$ cat src/iepf_pkg.sv
`timescale 1ns / 1ps
// ----------------------------------------------------------------------------
// iepf_pkg: shared definitions for the ICMP echo parity filter
// Frame offsets of the parsed header fields, the length width and the
// verdict codes.
// ----------------------------------------------------------------------------
package iepf_pkg;

	localparam int LENGTH_BITS = 16;

	typedef logic [LENGTH_BITS-1:0] length_t;

	localparam length_t LEN_MAX       = {LENGTH_BITS{1'b1}};
	localparam length_t OFS_ETYPE_HI  = length_t'(12);
	localparam length_t OFS_ETYPE_LO  = length_t'(13);
	localparam length_t OFS_IP_PROTO  = length_t'(23);
	localparam length_t OFS_ICMP_TYPE = length_t'(34);
	localparam length_t OFS_SEQ_LO    = length_t'(41);
	localparam length_t MIN_DROP_LEN  = length_t'(42);

	localparam logic [15:0] ETYPE_IPV4      = 16'h0800;
	localparam logic [7:0]  IP_PROTO_ICMP   = 8'd1;
	localparam logic [7:0]  ICMP_ECHO_REQ   = 8'd8;

	typedef enum logic {
		VERDICT_PASS = 1'b0,
		VERDICT_DROP = 1'b1
	} verdict_t;

endpackage

$ cat src/iepf_if.sv
`timescale 1ns / 1ps
// ----------------------------------------------------------------------------
// iepf_if: channel interfaces of the ICMP echo parity filter
// A byte stream channel for frames and a result channel for verdicts.
// ----------------------------------------------------------------------------
interface iepf_byte_if;
	logic       valid;
	logic       ready;
	logic [7:0] packet_byte;
	logic       last_byte;

	modport source (output valid, output packet_byte, output last_byte, input ready);
	modport sink (input valid, input packet_byte, input last_byte, output ready);
endinterface

interface iepf_result_if;
	logic        valid;
	logic        ready;
	logic        verdict;
	logic [15:0] frame_length;
	logic [63:0] verdict_packets;
	logic [63:0] verdict_bytes;

	modport source (output valid, output verdict, output frame_length,
		output verdict_packets, output verdict_bytes, input ready);
	modport sink (input valid, input verdict, input frame_length,
		input verdict_packets, input verdict_bytes, output ready);
endinterface

$ cat src/icmp_echo_parity_filter_with_stats_unit.sv
`timescale 1ns / 1ps
// ----------------------------------------------------------------------------
// icmp_echo_parity_filter_with_stats_unit: ICMP echo parity filter
// Parses an Ethernet frame byte by byte, drops IPv4 ICMP echo requests with
// an even sequence number and keeps packet and byte counters per verdict.
// ----------------------------------------------------------------------------
// The block takes one frame byte per cycle while frame.ready is high and
// emits one result beat per frame: the beat that carries last_byte loads the
// verdict and the saturated length into the decision stage, which then updates
// the 64-bit counters of that verdict into the output register. Frames of any
// length, down to a single byte, may follow each other without gaps; the only
// thing that slows intake is backpressure on the result channel, which reaches
// frame.ready through the two-entry decision/output pipeline.
module icmp_echo_parity_filter_with_stats_unit
	import iepf_pkg::*;
(
	input  logic                 clk,
	input  logic                 arst_n,
	iepf_byte_if.sink            frame,
	iepf_result_if.source        result
);

	// Per-frame parse state.
	length_t     byte_offset_q;
	logic [15:0] ethertype_q;
	logic [7:0]  ip_protocol_q;
	logic [7:0]  icmp_type_q;
	logic        sequence_odd_q;

	logic [15:0] ethertype_d;
	logic [7:0]  ip_protocol_d;
	logic [7:0]  icmp_type_d;
	logic        sequence_odd_d;
	length_t     len_d;
	verdict_t    verdict_d;

	// Decision stage.
	logic        valid_s1;
	verdict_t    verdict_s1;
	length_t     len_s1;

	// Counters and output register.
	logic [63:0] packet_counts_q [2];
	logic [63:0] byte_totals_q [2];
	logic        out_valid_q;
	verdict_t    out_verdict_q;
	logic [15:0] out_length_q;
	logic [63:0] out_packets_q;
	logic [63:0] out_bytes_q;

	logic        accept;
	logic        s1_move;
	logic [63:0] packets_next;
	logic [63:0] bytes_next;

	assign s1_move     = valid_s1 && (!out_valid_q || result.ready);
	assign frame.ready = !valid_s1 || s1_move;
	assign accept      = frame.valid && frame.ready;

	// Capture the current byte before deciding, so a field in the last byte counts.
	always_comb begin
		ethertype_d    = ethertype_q;
		ip_protocol_d  = ip_protocol_q;
		icmp_type_d    = icmp_type_q;
		sequence_odd_d = sequence_odd_q;
		if (byte_offset_q == OFS_ETYPE_HI) begin
			ethertype_d[15:8] = frame.packet_byte;
		end
		if (byte_offset_q == OFS_ETYPE_LO) begin
			ethertype_d[7:0] = frame.packet_byte;
		end
		if (byte_offset_q == OFS_IP_PROTO) begin
			ip_protocol_d = frame.packet_byte;
		end
		if (byte_offset_q == OFS_ICMP_TYPE) begin
			icmp_type_d = frame.packet_byte;
		end
		if (byte_offset_q == OFS_SEQ_LO) begin
			sequence_odd_d = frame.packet_byte[0];
		end
		len_d = (byte_offset_q != LEN_MAX) ? byte_offset_q + length_t'(1) : LEN_MAX;
		if (len_d >= MIN_DROP_LEN && ethertype_d == ETYPE_IPV4
			&& ip_protocol_d == IP_PROTO_ICMP && icmp_type_d == ICMP_ECHO_REQ
			&& !sequence_odd_d) begin
			verdict_d = VERDICT_DROP;
		end else begin
			verdict_d = VERDICT_PASS;
		end
	end

	always_ff @(posedge clk or negedge arst_n) begin
		if (!arst_n) begin
			byte_offset_q  <= '0;
			ethertype_q    <= '0;
			ip_protocol_q  <= '0;
			icmp_type_q    <= '0;
			sequence_odd_q <= 1'b0;
		end else if (accept) begin
			if (frame.last_byte) begin
				byte_offset_q  <= '0;
				ethertype_q    <= '0;
				ip_protocol_q  <= '0;
				icmp_type_q    <= '0;
				sequence_odd_q <= 1'b0;
			end else begin
				byte_offset_q  <= len_d;
				ethertype_q    <= ethertype_d;
				ip_protocol_q  <= ip_protocol_d;
				icmp_type_q    <= icmp_type_d;
				sequence_odd_q <= sequence_odd_d;
			end
		end
	end

	always_ff @(posedge clk or negedge arst_n) begin
		if (!arst_n) begin
			valid_s1 <= 1'b0;
		end else if (accept && frame.last_byte) begin
			valid_s1 <= 1'b1;
		end else if (s1_move) begin
			valid_s1 <= 1'b0;
		end
	end

	always_ff @(posedge clk) begin
		if (accept && frame.last_byte) begin
			verdict_s1 <= verdict_d;
			len_s1     <= len_d;
		end
	end

	assign packets_next = packet_counts_q[verdict_s1] + 64'd1;
	assign bytes_next   = byte_totals_q[verdict_s1] + 64'(len_s1);

	always_ff @(posedge clk or negedge arst_n) begin
		if (!arst_n) begin
			packet_counts_q[0] <= '0;
			packet_counts_q[1] <= '0;
			byte_totals_q[0]   <= '0;
			byte_totals_q[1]   <= '0;
			out_valid_q        <= 1'b0;
		end else begin
			if (s1_move) begin
				packet_counts_q[verdict_s1] <= packets_next;
				byte_totals_q[verdict_s1]   <= bytes_next;
				out_valid_q                 <= 1'b1;
			end else if (result.ready) begin
				out_valid_q <= 1'b0;
			end
		end
	end

	always_ff @(posedge clk) begin
		if (s1_move) begin
			out_verdict_q <= verdict_s1;
			out_length_q  <= 16'(len_s1);
			out_packets_q <= packets_next;
			out_bytes_q   <= bytes_next;
		end
	end

	assign result.valid           = out_valid_q;
	assign result.verdict         = logic'(out_verdict_q);
	assign result.frame_length    = out_length_q;
	assign result.verdict_packets = out_packets_q;
	assign result.verdict_bytes   = out_bytes_q;

endmodule

$ cat src/flat_wrapper.sv
// flat-port wrapper written by rule: the top's interface ports become plain ports
module icmp_echo_parity_filter_with_stats_unit_flat import iepf_pkg::*;
  (clk, arst_n, frame_valid, frame_packet_byte, frame_last_byte, frame_ready, result_valid, result_verdict, result_frame_length, result_verdict_packets, result_verdict_bytes, result_ready);
  iepf_byte_if frame_i ();
  iepf_result_if result_i ();
  input  logic clk;
  input  logic arst_n;
  input wire logic [$bits(frame_i.valid)-1:0] frame_valid;
  input wire logic [$bits(frame_i.packet_byte)-1:0] frame_packet_byte;
  input wire logic [$bits(frame_i.last_byte)-1:0] frame_last_byte;
  output wire logic [$bits(frame_i.ready)-1:0] frame_ready;
  output wire logic [$bits(result_i.valid)-1:0] result_valid;
  output wire logic [$bits(result_i.verdict)-1:0] result_verdict;
  output wire logic [$bits(result_i.frame_length)-1:0] result_frame_length;
  output wire logic [$bits(result_i.verdict_packets)-1:0] result_verdict_packets;
  output wire logic [$bits(result_i.verdict_bytes)-1:0] result_verdict_bytes;
  input wire logic [$bits(result_i.ready)-1:0] result_ready;
  assign frame_i.valid = frame_valid;
  assign frame_i.packet_byte = frame_packet_byte;
  assign frame_i.last_byte = frame_last_byte;
  assign frame_ready = frame_i.ready;
  assign result_valid = result_i.valid;
  assign result_verdict = result_i.verdict;
  assign result_frame_length = result_i.frame_length;
  assign result_verdict_packets = result_i.verdict_packets;
  assign result_verdict_bytes = result_i.verdict_bytes;
  assign result_i.ready = result_ready;
  icmp_echo_parity_filter_with_stats_unit u_core (.clk(clk), .arst_n(arst_n), .frame(frame_i), .result(result_i));
endmodule
$ cat config.mk
export PLATFORM = sky130hd
export DESIGN_NAME = icmp_echo_parity_filter_with_stats_unit_flat
export DESIGN_NICKNAME = d
export VERILOG_FILES = /design/src/iepf_pkg.sv /design/src/iepf_if.sv /design/src/icmp_echo_parity_filter_with_stats_unit.sv /design/src/flat_wrapper.sv
export SDC_FILE = /design/constraint.sdc
export NUM_CORES = 1
export LEC_CHECK = 0
export ABC_AREA = 0
export BUFFER_PORTS_ARGS = -buffer_cell sky130_fd_sc_hd__buf_2
export CORE_ASPECT_RATIO = 1.1
export CORE_UTILIZATION = 55
export CTS_CLUSTER_SIZE = 28
export DETAILED_ROUTE_END_ITERATION = 8
export GPL_TIMING_DRIVEN = 0
export PLACE_DENSITY = 0.84
export SYNTH_ARGS = -nofsm -noshare
export SYNTH_HDL_FRONTEND = slang
export SYNTH_SLANG_ARGS = --single-unit
$ cat constraint.sdc
create_clock -name clk -period 5.97 [get_ports clk]
set_input_delay 1.194 -clock clk [delete_from_list [all_inputs] [get_ports clk]]
set_output_delay 1.194 -clock clk [all_outputs]
set_load 0.03 [all_outputs]
**Word-level counts from Yosys, hierarchy flattened**

Cells that the tools add are included.

- Logic and storage cells: 74
- Register bits: 469
- ROM bits: 0
- Output and inout bits: 147
- Memories: 0
- Memory bits (writable): 0
- Latch bits: 0
- Input port bits: 13

- Shift-type cells: 0
- Equality and inequality tests: 9
- Order comparisons: 3
- Reduce and logical (&&, ||, !) cells: 15
- Bitwise gates (word level): 1
- Multiply operators: 0
- $add $sub $neg: 3
- Divide/modulo/power cells: 0
- Mux-type cells: 26

Operator list:

| cell | count |
|---|---|
| two-way mux 64 bit | 7 |
| bitwise mux 128 bit | 2 |
| adder 64 x 1 -> 64 bit (second input constant) | 1 |
| adder 64 x 16 -> 64 bit | 1 |
| demux 64 bit (select 1 bit) | 1 |
| two-way mux 16 bit | 3 |
| two-way mux 8 bit | 6 |
| == test 16 x 4 -> 1 bit (second input constant) | 2 |
| == test 16 x 6 -> 1 bit (second input constant) | 2 |
| adder 16 x 1 -> 16 bit (second input constant) | 1 |
| == test 16 x 12 -> 1 bit (second input constant) | 1 |
| == test 16 x 5 -> 1 bit (second input constant) | 1 |
| >= comparator 16 x 6 -> 1 bit (second input constant) | 1 |
| != test 16 bit (second input constant) | 1 |
| == test 8 x 1 -> 1 bit (second input constant) | 1 |
| == test 8 x 4 -> 1 bit (second input constant) | 1 |
| logical AND 1 bit | 8 |
| two-way mux 1 bit | 7 |
| nonzero test 2 bit | 2 |
| zero test 1 bit | 3 |
| >= comparator 2 bit (second input constant) | 1 |
| logical OR 1 bit | 2 |
| < comparator 2 x 1 -> 1 bit (second input constant) | 1 |
| inverter 1 -> 2 bit | 1 |

**Longest topological paths before layout**

Gate-level depths: netlist of run 1.

- Depth in word-level cells: 8
- Mapped depth: 21
- Mapped depth without buffers: 11

**Worst setup path before layout of run 1**

OpenSTA, ideal clock, no wires.

- Path kind: input-to-reg
- Start: input port result_ready
- End: register u_core.packet_counts_q[21] (netlist bit)
- Slack: 0.445 ns
- Buffers on the path: 1
- Cell stages on the path: 7
- Library setup time: 0.123 ns
- Data required time: 5.847 ns
- Arrival time: 5.402 ns
- Path through: nand2b_1 nand2_1 inv_1 nand2_1 clkbuf_1 or3_1 xnor2_1

- Longest elaborated chain between the ends: 2

RTL lines:

| item | line | text |
|---|---|---|
| from (decl) | flat_wrapper.sv:17 | `input wire logic [$bits(result_i.ready)-1:0] result_ready;` |
| logical OR 1 bit | icmp_echo_parity_filter_with_stats_unit.sv:56 | `assign s1_move = valid_s1 && (!out_valid_q \|\| result.ready);` |
| logical AND 1 bit | icmp_echo_parity_filter_with_stats_unit.sv:56 |  |
| via u_core.s1_move | icmp_echo_parity_filter_with_stats_unit.sv:52 | `logic s1_move;` |
| to (signal, indexed assignment) | icmp_echo_parity_filter_with_stats_unit.sv:144 | `packet_counts_q[verdict_s1] <= packets_next;` |
| to (decl) | icmp_echo_parity_filter_with_stats_unit.sv:43 | `logic [63:0] packet_counts_q [2];` |

The timed path passes the listed nets, and every way through them passes these cells.
A chain may end at the register's enable or synchronous reset.

**Final worst setup path of run 1**

- Start: register u_core.verdict_s1
- End: register u_core.out_bytes_q[27], in the netlist u_core.result.verdict_bytes[27], data pin

- Longest elaborated chain between the ends: 5

RTL lines:

| item | line | text |
|---|---|---|
| from (decl) | icmp_echo_parity_filter_with_stats_unit.sv:39 | `verdict_t verdict_s1;` |
| from (signal assigned) | icmp_echo_parity_filter_with_stats_unit.sv:127 | `verdict_s1 <= verdict_d;` |
| inverter 1 -> 2 bit (not written as such) | icmp_echo_parity_filter_with_stats_unit.sv:133 | `assign bytes_next = byte_totals_q[verdict_s1] + 64'(len_s1);` |
| two-way mux 64 bit (not written as such) (3 in series) | icmp_echo_parity_filter_with_stats_unit.sv:133 |  |
| adder 64 x 16 -> 64 bit | icmp_echo_parity_filter_with_stats_unit.sv:133 |  |
| via u_core.bytes_next[27] | icmp_echo_parity_filter_with_stats_unit.sv:54 | `logic [63:0] bytes_next;` |
| to (signal assigned) | icmp_echo_parity_filter_with_stats_unit.sv:158 | `out_bytes_q <= bytes_next;` |
| to (decl) | icmp_echo_parity_filter_with_stats_unit.sv:49 | `logic [63:0] out_bytes_q;` |

The timed path passes the listed nets, and every way through them passes these cells. The select of a mux whose other input is x is not followed.

==> impl_metrics.prom, run 1 <==
# TYPE chip_impl_metric gauge
chip_impl_info{name="dominantRegCellSynth",value="sky130_fd_sc_hd__dfrtp_1"} 1
chip_impl_metric{name="power.switching_fraction",unit=""} 0.2974
chip_impl_metric{name="synth_cells",unit=""} 2232
chip_impl_metric{name="critical-path-max-stage-delay",unit="ps"} 530
chip_impl_metric{name="final_net_count",unit=""} 2473
chip_impl_metric{name="fin_cells",unit=""} 3046
chip_impl_info{name="post-synth-top-count-cell",value="sky130_fd_sc_hd__nand2_1"} 1
chip_impl_metric{name="area_growth_syn_to_layout",unit="%"} 14.13
chip_impl_metric{name="placement_setup_slack",unit="ps"} -830.6
chip_impl_metric{name="insertion_delay",unit="ps"} 630
chip_impl_metric{name="ioPinCount",unit=""} 160
chip_impl_metric{name="floorplan.die_area",unit="mm^2"} 0.04409
chip_impl_metric{name="place_area",unit="mm^2"} 0.02540
chip_impl_metric{name="max_slew.worst_pin.slew",unit="ps"} 1053
chip_impl_metric{name="whs",unit="ps"} 428.5
chip_impl_metric{name="coreArea",unit="mm^2"} 0.04250
chip_impl_metric{name="clkSlewWorstSetupHoldPaths",unit="ps"} 70
chip_impl_metric{name="clock_tree.buffer_depth",unit=""} 3
chip_impl_metric{name="finalInstanceArea",unit="mm^2"} 0.02715
chip_impl_metric{name="fmax",unit="GHz"} 0.1711
chip_impl_metric{name="worst_slew_margin_rel",unit=""} 0.2977
chip_impl_metric{name="p_int",unit="mW"} 6.189
chip_impl_metric{name="fin_util",unit=""} 0.6388
chip_impl_metric{name="drt.antenna.violating_nets",unit=""} 0
chip_impl_metric{name="post_synth.cell_area_avg",unit="um^2"} 10.66
chip_impl_metric{name="path_max_fanout",unit=""} 19
chip_impl_metric{name="vdd_drop_max",unit="mV"} 0.2797
chip_impl_metric{name="total_switching_power",unit="mW"} 2.620
chip_impl_metric{name="total_power",unit="mW"} 8.809
chip_impl_info{name="cts.root.buffer_cell",value="sky130_fd_sc_hd__clkbuf_16"} 1
chip_impl_metric{name="antenna_found_initial",unit=""} 2
chip_impl_metric{name="detail_route.first_pass.iterations",unit=""} 6
chip_impl_metric{name="place_inst",unit=""} 2958
chip_impl_metric{name="timing.final.hold_violations",unit=""} 0
chip_impl_metric{name="grt_pass1_wl",unit="mm"} 104.8
chip_impl_info{name="cp-end-kind",value="flip-flop"} 1
chip_impl_info{name="worstHoldPathType",value="in -> async"} 1
chip_impl_metric{name="via_count_of_the_first_global_routing_pass",unit=""} 18470
chip_impl_metric{name="post_route_cells_drive_above_1_share",unit=""} 0.1416
chip_impl_metric{name="globalRouteOverflowTotal",unit=""} 0
chip_impl_metric{name="routed_wl",unit="mm"} 68.17
chip_impl_metric{name="initial_core_util",unit=""} 0.5597
chip_impl_metric{name="synth_async_sr_flop_share",unit=""} 0.6546
chip_impl_metric{name="drt_drc_violations_left",unit=""} 0
chip_impl_metric{name="cts.hold.buffers_added",unit=""} 0
chip_impl_info{name="timing.critical_path.max_delay_family",value="buffers and inverters"} 1
chip_impl_info{name="worst-setup-path-type",value="reg -> reg"} 1
chip_impl_metric{name="number_of_register_bits_inferred_by_synthesis",unit=""} 469
chip_impl_metric{name="clock_power_share",unit=""} 0.371
chip_impl_info{name="synthTopCellsByCount",value="349 x sky130_fd_sc_hd__nand2_1, 307 x sky130_fd_sc_hd__dfrtp_1, 179 x sky130_fd_sc_hd__xnor2_1"} 1
chip_impl_metric{name="io_buffers",unit=""} 155
chip_impl_metric{name="yosys_warnings",unit=""} 0
chip_impl_metric{name="netlist_area",unit="mm^2"} 0.02379
chip_impl_metric{name="average_vias_per_placed_instance",unit=""} 6.151
chip_impl_info{name="crit_path_start_kind",value="flip-flop"} 1
chip_impl_info{name="cp_common_cell",value="sky130_fd_sc_hd__buf_2"} 1
chip_impl_metric{name="pwr-share-comb",unit=""} 0.185
chip_impl_metric{name="cellPowerDensity",unit="mW/mm^2"} 324.4
chip_impl_metric{name="fin_worst_skew",unit="ps"} 45.30
chip_impl_metric{name="rr_worst_depth",unit=""} 18
chip_impl_metric{name="period_needed",unit="ps"} 5844
chip_impl_info{name="setup_repair_after_global_routing_missed_its_margin",value="no"} 1
chip_impl_metric{name="post-dp-hpwl",unit="mm"} 47.86
chip_impl_info{name="cts_tree",value="done"} 1
chip_impl_metric{name="route.vias.total",unit=""} 18740
chip_impl_metric{name="leakage",unit="nW"} 11.64
chip_impl_info{name="synth.top_cells.by_area",value="sky130_fd_sc_hd__dfrtp_1 32%, sky130_fd_sc_hd__edfxtp_1 20%, sky130_fd_sc_hd__xnor2_1 6.6%"} 1
chip_impl_metric{name="detail_route.iter0.violations",unit=""} 1588
chip_impl_metric{name="grt_start_max_net_pins",unit=""} 125
chip_impl_info{name="critical-path-slowest-cell",value="sky130_fd_sc_hd__a21boi_1"} 1
chip_impl_metric{name="wire_per_inst",unit="um"} 22.38
chip_impl_metric{name="drv_cap",unit=""} 0
chip_impl_metric{name="grt_util_all_layers",unit=""} 0.3098
chip_impl_metric{name="cts_htree_levels",unit=""} 2
chip_impl_metric{name="yosys.cell_types.count",unit=""} 80
chip_impl_metric{name="sum_of_buffers_and_inverters_on_the_critical_path",unit=""} 9
chip_impl_metric{name="worst_ep_required_time",unit="ps"} 6340
chip_impl_metric{name="synth_fp_nets",unit=""} 2267
chip_impl_metric{name="synth_top_area_share",unit=""} 0.3229
chip_impl_metric{name="final.setup.worst_slack",unit="ps"} 126.3
chip_impl_metric{name="clock_sinks",unit=""} 469
chip_impl_metric{name="synth_edf_count",unit=""} 162
chip_impl_info{name="synth_largest_area_cell",value="sky130_fd_sc_hd__dfrtp_1"} 1
chip_impl_metric{name="cts_buffers",unit=""} 48
chip_impl_metric{name="worstSetupPathDepth",unit=""} 18
chip_impl_metric{name="p_seq_frac",unit=""} 0.443
chip_impl_metric{name="die_x",unit="um"} 200.3
chip_impl_metric{name="die_y",unit="um"} 220.1
chip_impl_metric{name="replace_congestion",unit=""} 1.006
chip_impl_metric{name="timing.final.max_slew_violations",unit=""} 0
chip_impl_metric{name="tns",unit="ps"} 0
chip_impl_info{name="worstPathCellList",value="buf_4 -> buf_6 -> buf_6 -> buf_2 -> buf_2 -> buf_6 -> buf_2 -> mux2i_1 -> inv_1 -> ha_1 -> a211oi_1 -> o21bai_1 -> a211o_1 -> a21boi_1 -> or3_1 -> buf_2 -> nor2_1 -> xnor2_1"} 1
chip_impl_metric{name="final.period_utilization",unit=""} 0.9788
chip_impl_metric{name="core.rowCount",unit=""} 79
chip_impl_metric{name="cp_data_arrival_time",unit="ps"} 6210
chip_impl_metric{name="report.final.setup_viol",unit=""} 0
chip_impl_metric{name="synth_seq_area_share",unit=""} 0.5274
chip_impl_info{name="status",value="complete, no violations"} 1
placed cells by master, fill, tap and decap left out, drive strengths merged, types with 19 or more instances in the layout:
master,Yosys,final
xnor2,179,179
nor2,125,125
inv,28,33
mux2i,72,72
clkinv,0,19
nor3,62,62
edfxtp,162,162
mux2,39,39
nor4,23,23
a22oi,39,39
o21ai,75,75
nand2,349,349
a32o,20,20
nor2b,32,32
a21oi,55,55
xor2,142,142
nand3,120,120
nand3b,38,38
and3,23,23
buf,49,205
ha,21,21
nand4,37,37
clkbuf,55,108
dfrtp,307,307
power groups by stage:
stage | Sequential, mW | Combinational, mW | Clock, mW
6_report | 3.91 | 1.63 | 3.27
5_1_grt | 3.94 | 1.77 | 3.42
4_1_cts | 3.90 | 1.62 | 3.29
3_5_place_dp | 3.95 | 1.59 | 0
3_3_place_gp | 3.95 | 1.52 | 0
2_1_floorplan | 4.09 | 0.953 | 0
path summary, 6_finish.rpt:
| kind | slack (ps) | endpoint | start |
|---|---|---|---|
| max | 130 | u_core.result.verdict_bytes[27] | u_core.verdict_s1 |
| min | 430 | u_core.byte_totals_q[125] | arst_n |
| max reg2reg | 130 | u_core.result.verdict_bytes[27] | u_core.verdict_s1 |
| min reg2reg | 470 | u_core.packet_counts_q[93] | u_core.packet_counts_q[93] |
| max in group asynchronous | 4180 | u_core.packet_counts_q[8] | arst_n |
| min in group clk | 470 | u_core.packet_counts_q[93] | u_core.packet_counts_q[93] |
flip-flops by register name, indices dropped and copies added (netlist names), 16 cells and up:
| signal | flops |
|---|---|
| u_core.ethertype_q | 16 |
| u_core.result.verdict_bytes | 64 |
| u_core.len_s1 | 16 |
| u_core.result.frame_length | 16 |
| u_core.byte_totals_q | 128 |
| u_core.packet_counts_q | 128 |
| u_core.byte_offset_q | 16 |
| u_core.result.verdict_packets | 64 |
what timing repair did:
| action | 4_1_cts | 5_1_grt |
|---|---|---|
| buffers inserted | 0 | 0 |
| resized for setup | 12 | 1 |
| endpoints found under the hold margin | 0 | 0 |
| setup endpoints to repair | 143 | 8 |
| pin swaps | 0 | 0 |
worst register-to-register path, stage by stage, from the launching register on:
cell                       delay (ps)
sky130_fd_sc_hd__edfxtp_1         380
sky130_fd_sc_hd__buf_4            190
sky130_fd_sc_hd__buf_6            190
sky130_fd_sc_hd__buf_6            290
sky130_fd_sc_hd__buf_2            370
sky130_fd_sc_hd__buf_2            400
sky130_fd_sc_hd__buf_6            350
sky130_fd_sc_hd__buf_2            490
sky130_fd_sc_hd__mux2i_1          390
sky130_fd_sc_hd__inv_1             90
sky130_fd_sc_hd__ha_1             300
sky130_fd_sc_hd__a211oi_1         210
sky130_fd_sc_hd__o21bai_1         180
sky130_fd_sc_hd__a211o_1          320
sky130_fd_sc_hd__a21boi_1         530
sky130_fd_sc_hd__or3_1            210
sky130_fd_sc_hd__buf_2            210
sky130_fd_sc_hd__nor2_1            80
sky130_fd_sc_hd__xnor2_1          430
final cells by class:
type	instances	area, um^2
sequential	469	12550
antenna	1	2.502
buffer	101	478.0
fill	3303	15350
clock buffer	53	1251
multi-input combinational	1631	10710
inverter	28	110.1
tap	567	709.4
clock inverter	37	447.9
timing repair buffer	159	895.9
routing by layer:
metal | vias to the layer above | GRT usage | part of all wire | wire length (um)
met4 | 2 | 0.1623 | 0.051 | 3462
li1 | 8332 | - | - | -
met1 | 9253 | 0.3833 | 0.39 | 26480
met2 | 935 | 0.5153 | 0.47 | 32230
met3 | 215 | 0.06613 | 0.088 | 5991
met5 | - | 0 | 0.00016 | 11
cell families (layout without fill, tap and decap cells):
kind of cell | after synthesis | count (layout) | share of synthesized area
AO/OA/AOI/OAI | 281 | 281 | 0.08041
XOR/XNOR | 321 | 321 | 0.1182
adder cells (fa/ha/maj) | 22 | 22 | 0.01189
buffers and inverters | 132 | 378 | 0.02440
flip-flops | 469 | 469 | 0.5274
multiplexers | 111 | 111 | 0.04875
other | 0 | 1 | 0
AND/OR/NAND/NOR | 896 | 896 | 0.1890
(Power assumes the default switching activity.)
==> run 2: changes to the inputs <==
--- a/config.mk
+++ b/config.mk
@@ -12,7 +12,9 @@
 export CTS_CLUSTER_SIZE = 28
 export DETAILED_ROUTE_END_ITERATION = 8
 export GPL_TIMING_DRIVEN = 0
+export MAX_ROUTING_LAYER = met4
 export PLACE_DENSITY = 0.84
+export REMOVE_ABC_BUFFERS = 1
 export SYNTH_ARGS = -nofsm -noshare
 export SYNTH_HDL_FRONTEND = slang
 export SYNTH_SLANG_ARGS = --single-unit
==> run 2 against run 1 <==
Compared with the run above: register-to-register slack gained 1300 ps; non-clock buffer count shrank 77; routed wire length shrank 17%; hold slack gained 37 ps.
==> impl_metrics.prom, run 2 (same netlist as run 1, synthesis figures left out) <==
# TYPE chip_impl_metric gauge
chip_impl_info{name="status",value="complete, no violations"} 1
chip_impl_metric{name="replace_congestion",unit=""} 0.9055
chip_impl_metric{name="fin_worst_skew",unit="ps"} 17.10
chip_impl_metric{name="cts.hold.buffers_added",unit=""} 0
chip_impl_metric{name="final_net_count",unit=""} 2396
chip_impl_metric{name="n_fill_cell",unit=""} 3201
chip_impl_metric{name="tns",unit="ps"} 0
chip_impl_metric{name="fmax",unit="GHz"} 0.2191
chip_impl_info{name="layout_common_cells",value="347 x sky130_fd_sc_hd__nand2_1, 307 x sky130_fd_sc_hd__dfrtp_1, 179 x sky130_fd_sc_hd__xnor2_1, 162 x sky130_fd_sc_hd__edfxtp_1, 158 x sky130_fd_sc_hd__buf_2"} 1
chip_impl_metric{name="worst_ep_required_time",unit="ps"} 6290
chip_impl_metric{name="drt_drc_violations_left",unit=""} 0
chip_impl_metric{name="diodes",unit=""} 0
chip_impl_metric{name="path_max_fanout",unit=""} 17
chip_impl_metric{name="core.rowCount",unit=""} 79
chip_impl_metric{name="cts.repair.resized",unit=""} 0
chip_impl_metric{name="clkSlewWorstSetupHoldPaths",unit="ps"} 60
chip_impl_metric{name="clock_sinks",unit=""} 469
chip_impl_metric{name="rr_worst_depth",unit=""} 14
chip_impl_metric{name="detail_route.first_pass.iterations",unit=""} 7
chip_impl_metric{name="grt_pass1_wl",unit="mm"} 91.54
chip_impl_metric{name="timing.final.max_slew_violations",unit=""} 0
chip_impl_metric{name="initial_core_util",unit=""} 0.5597
chip_impl_info{name="biggestRegsByFlops",value="u_core.byte_totals_q x128, u_core.packet_counts_q x128"} 1
chip_impl_info{name="crit-reg2reg-launch",value="u_core.verdict_s1"} 1
chip_impl_info{name="worst-setup-path-type",value="reg -> reg"} 1
chip_impl_metric{name="floorplan.die_area",unit="mm^2"} 0.04409
chip_impl_metric{name="average_vias_per_placed_instance",unit=""} 6.022
chip_impl_metric{name="io_buffers",unit=""} 159
chip_impl_metric{name="insertion_delay",unit="ps"} 590
chip_impl_metric{name="ioPinCount",unit=""} 160
chip_impl_metric{name="register_area",unit="mm^2"} 0.01255
chip_impl_metric{name="cts_htree_levels",unit=""} 2
chip_impl_metric{name="fin_util",unit=""} 0.6374
chip_impl_metric{name="r2r_slack",unit="ps"} 1410
chip_impl_info{name="r2r-end",value="u_core.result.verdict_bytes[54]"} 1
chip_impl_metric{name="die_y",unit="um"} 220.1
chip_impl_metric{name="worst_hold_path_stage_count",unit=""} 0
chip_impl_metric{name="die_x",unit="um"} 200.3
chip_impl_info{name="setup_repair_after_global_routing_missed_its_margin",value="no"} 1
chip_impl_info{name="cts_tree",value="done"} 1
chip_impl_metric{name="period_needed",unit="ps"} 4565
chip_impl_metric{name="vdd_drop_max",unit="mV"} 0.2319
chip_impl_metric{name="via_count_of_the_first_global_routing_pass",unit=""} 17880
chip_impl_metric{name="wire_per_inst",unit="um"} 19.16
chip_impl_info{name="min-delay-start",value="u_core.len_s1[10]"} 1
chip_impl_metric{name="coreArea",unit="mm^2"} 0.04250
chip_impl_metric{name="final.setup.worst_slack",unit="ps"} 1405
chip_impl_metric{name="grt_util_all_layers",unit=""} 0.2652
chip_impl_metric{name="detail_route.iter0.violations",unit=""} 1579
chip_impl_metric{name="routed_wl",unit="mm"} 56.82
chip_impl_metric{name="leakage",unit="nW"} 11.56
chip_impl_metric{name="cts_buffers",unit=""} 48
chip_impl_metric{name="report.final.setup_viol",unit=""} 0
chip_impl_metric{name="cp_data_arrival_time",unit="ps"} 4880
chip_impl_info{name="crit_path_start_kind",value="flip-flop"} 1
chip_impl_metric{name="post_route_cells_drive_above_1_share",unit=""} 0.1376
chip_impl_metric{name="antenna_found_initial",unit=""} 0
chip_impl_metric{name="route.vias.total",unit=""} 17860
chip_impl_metric{name="multi_input_area",unit="mm^2"} 0.01072
chip_impl_metric{name="max_slew.worst_pin.slew",unit="ps"} 1312
chip_impl_info{name="most_common_library_cell_in_the_layout_ignoring_fill_and_taps",value="sky130_fd_sc_hd__nand2_1"} 1
chip_impl_metric{name="worst_slew_margin_rel",unit=""} 0.1171
chip_impl_metric{name="postCtsSetupRepairBufs",unit=""} 0
chip_impl_info{name="cp-end-kind",value="flip-flop"} 1
chip_impl_info{name="cts.root.buffer_cell",value="sky130_fd_sc_hd__clkbuf_16"} 1
chip_impl_metric{name="drv_cap",unit=""} 0
chip_impl_metric{name="timing.final.hold_violations",unit=""} 0
chip_impl_info{name="min_to",value="u_core.result.frame_length[10]"} 1
chip_impl_metric{name="placement_setup_slack",unit="ps"} 1503
chip_impl_metric{name="globalRouteOverflowTotal",unit=""} 0
chip_impl_metric{name="clock_tree.buffer_depth",unit=""} 3
chip_impl_metric{name="final.period_utilization",unit=""} 0.7646
chip_impl_metric{name="area_growth_syn_to_layout",unit="%"} 13.87
chip_impl_info{name="worstHoldPathType",value="reg -> reg"} 1
chip_impl_metric{name="grt_start_max_net_pins",unit=""} 124
chip_impl_metric{name="drt.antenna.violating_nets",unit=""} 0
chip_impl_metric{name="cellPowerDensity",unit="mW/mm^2"} 316.8
chip_impl_metric{name="post-dp-hpwl",unit="mm"} 38.29
==> run 2: final cells by class <==
type,count,area share
sequential,469,0.4631
clock buffer,61,0.04766
clock inverter,26,0.01145
timing repair buffer,183,0.05173
tap,567,0.02619
inverter,28,0.004064
multi-input combinational,1631,0.3958
==> run 2: per-stage QoR <==
step,hold WS (ps),std cells,cell area (um^2),total power [mW]
after floorplan,433.1,2128,23310,5.034
after global placement,447.3,2854,24820,5.436
after detailed placement,451.0,2878,25480,5.525
after CTS,461.9,2965,27080,8.606
after global routing,481.8,2965,27090,8.926
final,466.0,2965,27090,8.582
==> run 2: routing by layer <==
layer,track usage,vias up,share of wire
met4,0.1397,0,0.044
met1,0.3214,8831,0.41
li1,-,8178,-
met2,0.4338,667,0.49
met5,-,-,0
met3,0.03918,179,0.055
==> run 2: worst max-delay path by stage <==
stage                           start                              end  depth (start not counted)
global route        u_core.verdict_s1  u_core.result.verdict_bytes[54]                         14
detailed placement  u_core.verdict_s1  u_core.result.verdict_bytes[54]                         14
global placement    u_core.verdict_s1         u_core.byte_totals_q[97]                          4
finish              u_core.verdict_s1  u_core.result.verdict_bytes[54]                         14
CTS                 u_core.verdict_s1  u_core.result.verdict_bytes[54]                         14
floorplan           u_core.verdict_s1        u_core.byte_totals_q[113]                          4
==> run 2: power by group <==
part / internal, mW / total, mW / switching [mW]
clock: 1.83 / 3.09 / 1.26
sequential: 3.71 / 3.92 / 0.208
combinational: 0.574 / 1.58 / 1.00
total: 6.11 / 8.58 / 2.47
==> run 2: critical path, stage by stage (launching register included) <==
cell                       delay, ps
sky130_fd_sc_hd__edfxtp_1        530
sky130_fd_sc_hd__buf_16          240
sky130_fd_sc_hd__buf_16          170
sky130_fd_sc_hd__buf_8           160
sky130_fd_sc_hd__mux2_2          220
sky130_fd_sc_hd__ha_1            200
sky130_fd_sc_hd__inv_1            70
sky130_fd_sc_hd__fa_1            410
sky130_fd_sc_hd__nor2b_1         170
sky130_fd_sc_hd__o211ai_1        150
sky130_fd_sc_hd__a311oi_1        700
sky130_fd_sc_hd__o21a_1          400
sky130_fd_sc_hd__o2111a_1        540
sky130_fd_sc_hd__nand2_1         150
sky130_fd_sc_hd__xor2_1          180
==> run 3: changes to the inputs <==
--- a/config.mk
+++ b/config.mk
@@ -13,7 +13,7 @@
 export DETAILED_ROUTE_END_ITERATION = 8
 export GPL_TIMING_DRIVEN = 0
 export MAX_ROUTING_LAYER = met4
-export PLACE_DENSITY = 0.84
+export PLACE_DENSITY = 0.86
 export REMOVE_ABC_BUFFERS = 1
 export SYNTH_ARGS = -nofsm -noshare
 export SYNTH_HDL_FRONTEND = slang
==> constraint.sdc (replaced) <==
create_clock -name clk -period 3.9 [get_ports clk]
set_input_delay 0.78 -clock clk [delete_from_list [all_inputs] [get_ports clk]]
set_output_delay 0.78 -clock clk [all_outputs]
set_load 0.03 [all_outputs]
==> run 3 against run 2 <==
Compared with the run above: first-iteration DRC count shrank 20%; non-clock buffer count grew 7; final cell count grew 0.30%; sequential share of layout area shrank 0.18 points; register-to-register slack lost 1200 ps; clock skew grew 3.4 ps; combinational power grew 54%.
==> impl_metrics.prom, run 3 (same netlist as run 1, synthesis figures left out) <==
# TYPE chip_impl_metric gauge
chip_impl_metric{name="clock_tree.buffer_depth",unit=""} 3
chip_impl_metric{name="use_met1",unit=""} 0.3247
chip_impl_metric{name="area_growth_syn_to_layout",unit="%"} 14.31
chip_impl_metric{name="ioPinCount",unit=""} 160
chip_impl_metric{name="average_vias_per_placed_instance",unit=""} 6.018
chip_impl_metric{name="power.switching_fraction",unit=""} 0.2923
chip_impl_metric{name="diodes",unit=""} 0
chip_impl_info{name="crit_path_start",value="u_core.verdict_s1"} 1
chip_impl_metric{name="insertion_delay",unit="ps"} 600
chip_impl_metric{name="timing.final.hold_violations",unit=""} 0
chip_impl_info{name="layout_common_cells",value="347 x sky130_fd_sc_hd__nand2_1, 307 x sky130_fd_sc_hd__dfrtp_1, 179 x sky130_fd_sc_hd__xnor2_1, 162 x sky130_fd_sc_hd__edfxtp_1, 158 x sky130_fd_sc_hd__buf_2"} 1
chip_impl_metric{name="use_met3",unit=""} 0.04551
chip_impl_metric{name="drv_cap",unit=""} 0
chip_impl_metric{name="p_int",unit="mW"} 9.293
chip_impl_metric{name="timing.final.max_slew_violations",unit=""} 0
chip_impl_metric{name="n_fill_cell",unit=""} 3165
chip_impl_metric{name="cts_htree_levels",unit=""} 2
chip_impl_metric{name="die_y",unit="um"} 220.1
chip_impl_metric{name="routed_wl",unit="mm"} 57.57
chip_impl_metric{name="cts_buffers",unit=""} 48
chip_impl_metric{name="fin_worst_skew",unit="ps"} 20.53
chip_impl_info{name="cts_tree",value="done"} 1
chip_impl_metric{name="total_power",unit="mW"} 13.13
chip_impl_metric{name="die_x",unit="um"} 200.3
chip_impl_metric{name="fin_cells",unit=""} 2974
chip_impl_metric{name="register_area",unit="mm^2"} 0.01255
chip_impl_info{name="critical-path-slowest-cell",value="sky130_fd_sc_hd__edfxtp_1"} 1
chip_impl_metric{name="detail_route.first_pass.iterations",unit=""} 6
chip_impl_metric{name="period_needed",unit="ps"} 3691
chip_impl_info{name="cp_common_cell",value="sky130_fd_sc_hd__buf_16"} 1
chip_impl_metric{name="clock_sinks",unit=""} 469
chip_impl_info{name="worst-setup-path-type",value="reg -> reg"} 1
chip_impl_metric{name="rr_worst_depth",unit=""} 13
chip_impl_metric{name="cellPowerDensity",unit="mW/mm^2"} 482.8
chip_impl_info{name="crit_path_start_kind",value="flip-flop"} 1
chip_impl_metric{name="clkSlewWorstSetupHoldPaths",unit="ps"} 60
chip_impl_info{name="most_common_library_cell_in_the_layout_ignoring_fill_and_taps",value="sky130_fd_sc_hd__nand2_1"} 1
chip_impl_metric{name="fmax",unit="GHz"} 0.2709
chip_impl_metric{name="antenna_found_initial",unit=""} 0
chip_impl_metric{name="max_slew.worst_pin.slew",unit="ps"} 1320
chip_impl_metric{name="core.rowCount",unit=""} 79
chip_impl_metric{name="detail_route.iter0.violations",unit=""} 1258
chip_impl_metric{name="report.final.setup_viol",unit=""} 0
chip_impl_info{name="biggestRegsByFlops",value="u_core.byte_totals_q x128, u_core.packet_counts_q x128"} 1
chip_impl_info{name="grt_most_used_layer",value="met2"} 1
chip_impl_metric{name="globalRouteOverflowTotal",unit=""} 0
chip_impl_info{name="cp-end-kind",value="flip-flop"} 1
chip_impl_metric{name="vdd_drop_max",unit="mV"} 0.3514
chip_impl_metric{name="final_net_count",unit=""} 2403
chip_impl_metric{name="drt_drc_violations_left",unit=""} 0
chip_impl_metric{name="leakage",unit="nW"} 11.64
chip_impl_metric{name="critical-path-max-stage-delay",unit="ps"} 430
chip_impl_metric{name="worst_slew_margin_rel",unit=""} 0.1119
chip_impl_metric{name="groute.layer.met2.usage",unit=""} 0.4497
chip_impl_metric{name="path_max_fanout",unit=""} 30
chip_impl_info{name="setup_repair_after_global_routing_missed_its_margin",value="no"} 1
chip_impl_metric{name="place_inst",unit=""} 2876
chip_impl_metric{name="initial_core_util",unit=""} 0.5597
chip_impl_metric{name="grt_util_all_layers",unit=""} 0.2697
chip_impl_info{name="crit-reg2reg-launch",value="u_core.verdict_s1"} 1
chip_impl_metric{name="post-dp-hpwl",unit="mm"} 38.14
chip_impl_metric{name="via_count_of_the_first_global_routing_pass",unit=""} 18140
chip_impl_info{name="status",value="complete, no violations"} 1
chip_impl_metric{name="multi_input_area",unit="mm^2"} 0.01076
chip_impl_metric{name="whs",unit="ps"} 168.5
chip_impl_metric{name="replace_congestion",unit=""} 0.9122
chip_impl_info{name="worstHoldPathType",value="in -> async"} 1
chip_impl_metric{name="worst_ep_required_time",unit="ps"} 4230
chip_impl_info{name="worstPathCellList",value="buf_16 -> buf_16 -> mux2_2 -> ha_1 -> and3_1 -> o211ai_1 -> a311oi_2 -> buf_4 -> o21a_2 -> o21ai_4 -> buf_16 -> nor3_1 -> xnor2_1"} 1
chip_impl_metric{name="grt_pass1_wl",unit="mm"} 93.49
chip_impl_metric{name="drt.antenna.violating_nets",unit=""} 0
chip_impl_info{name="cts.root.buffer_cell",value="sky130_fd_sc_hd__clkbuf_16"} 1
chip_impl_metric{name="io_buffers",unit=""} 159
chip_impl_metric{name="grt_start_max_net_pins",unit=""} 114
chip_impl_metric{name="cp_data_arrival_time",unit="ps"} 4020
chip_impl_metric{name="total_switching_power",unit="mW"} 3.837
chip_impl_metric{name="coreArea",unit="mm^2"} 0.04250
chip_impl_metric{name="route.vias.total",unit=""} 17900
chip_impl_metric{name="final.period_utilization",unit=""} 0.9465
chip_impl_metric{name="floorplan.die_area",unit="mm^2"} 0.04409
chip_impl_metric{name="post_route_cells_drive_above_1_share",unit=""} 0.1442
chip_impl_metric{name="pwr-share-comb",unit=""} 0.185
chip_impl_metric{name="p_seq_frac",unit=""} 0.457
chip_impl_metric{name="wire_per_inst",unit="um"} 19.36
chip_impl_metric{name="clock_power_share",unit=""} 0.358
chip_impl_metric{name="cts.hold.buffers_added",unit=""} 0
==> run 3: cell types whose count changed in the layout (fill, tap and decap cells not counted), sizes merged <==
| cell | before | now |
|---|---|---|
| buf | 183 | 190 |
| bufinv | 7 | 6 |
| clkbuf | 61 | 53 |
| clkinv | 14 | 23 |
| inv | 28 | 30 |
==> run 3: final cells by class <==
| class | instances | area share |
|---|---|---|
| Clock buffer | 53 | 0.04638 |
| Clock inverter | 36 | 0.01274 |
| Inverter | 28 | 0.004049 |
| Multi-Input combinational cell | 1631 | 0.3958 |
| Sequential cell | 469 | 0.4614 |
| Tap cell | 567 | 0.02609 |
| Timing Repair Buffer | 190 | 0.05355 |
==> run 3: what timing repair did <==
action,4_1_cts,5_1_grt
setup endpoints to repair,135,61
pin swaps,1,6
resized for setup,7,4
gates cloned,0,0
setup buffers,1,8
hold endpoints to repair,0,0
==> run 3: power groups by stage <==
stage | combinational, mW | sequential (mW) | clock [mW]
2_1_floorplan | 1.42 | 6.29 | 0
3_3_place_gp | 2.22 | 6.10 | 0
3_5_place_dp | 2.38 | 6.09 | 0
4_1_cts | 2.42 | 5.99 | 4.75
5_1_grt | 2.67 | 6.05 | 4.96
6_report | 2.43 | 6.00 | 4.70
==> run 3: path summary, 6_finish.rpt <==
| kind | end | slack [ps] |
|---|---|---|
| worst max-delay path | u_core.result.verdict_bytes[42] | 210 |
| worst min-delay path | u_core.packet_counts_q[85] | 170 |
| worst max register to register | u_core.result.verdict_bytes[42] | 210 |
| worst min register to register | u_core.packet_counts_q[118] | 460 |
| max in group asynchronous | u_core.icmp_type_q[3] | 2670 |
| min in group clk | u_core.packet_counts_q[118] | 460 |
==> run 3: per-layer routing <==
| metal | vias to the layer above | part of all wire |
|---|---|---|
| met5 | - | 0 |
| met4 | 0 | 0.039 |
| met3 | 175 | 0.070 |
| met2 | 709 | 0.50 |
| met1 | 8824 | 0.39 |
| li1 | 8189 | - |
==> run 3: through the flow <==
stage                     TNS [ps]  setup WS, ps  utilization  instance area [um^2]
after floorplan           -2027630         -7037            -                 23310
after global placement    -5288580        -18510       0.5840                 24820
after detailed placement    -25440        -371.4       0.5989                 25460
after CTS                        0         85.44       0.6377                 27100
after global routing             0         14.02       0.6398                 27190
final                            0         208.6       0.6398                 27190
==> run 3: worst max-delay path, delay by kind of cell, from the launching register on <==
kind,cells,cell delay [ps]
simple gates,2,320
xor+xnor,1,170
fa+ha+maj,1,340
buf+inv,4,790
compound gates,4,1010
flops,1,430
mux,1,350
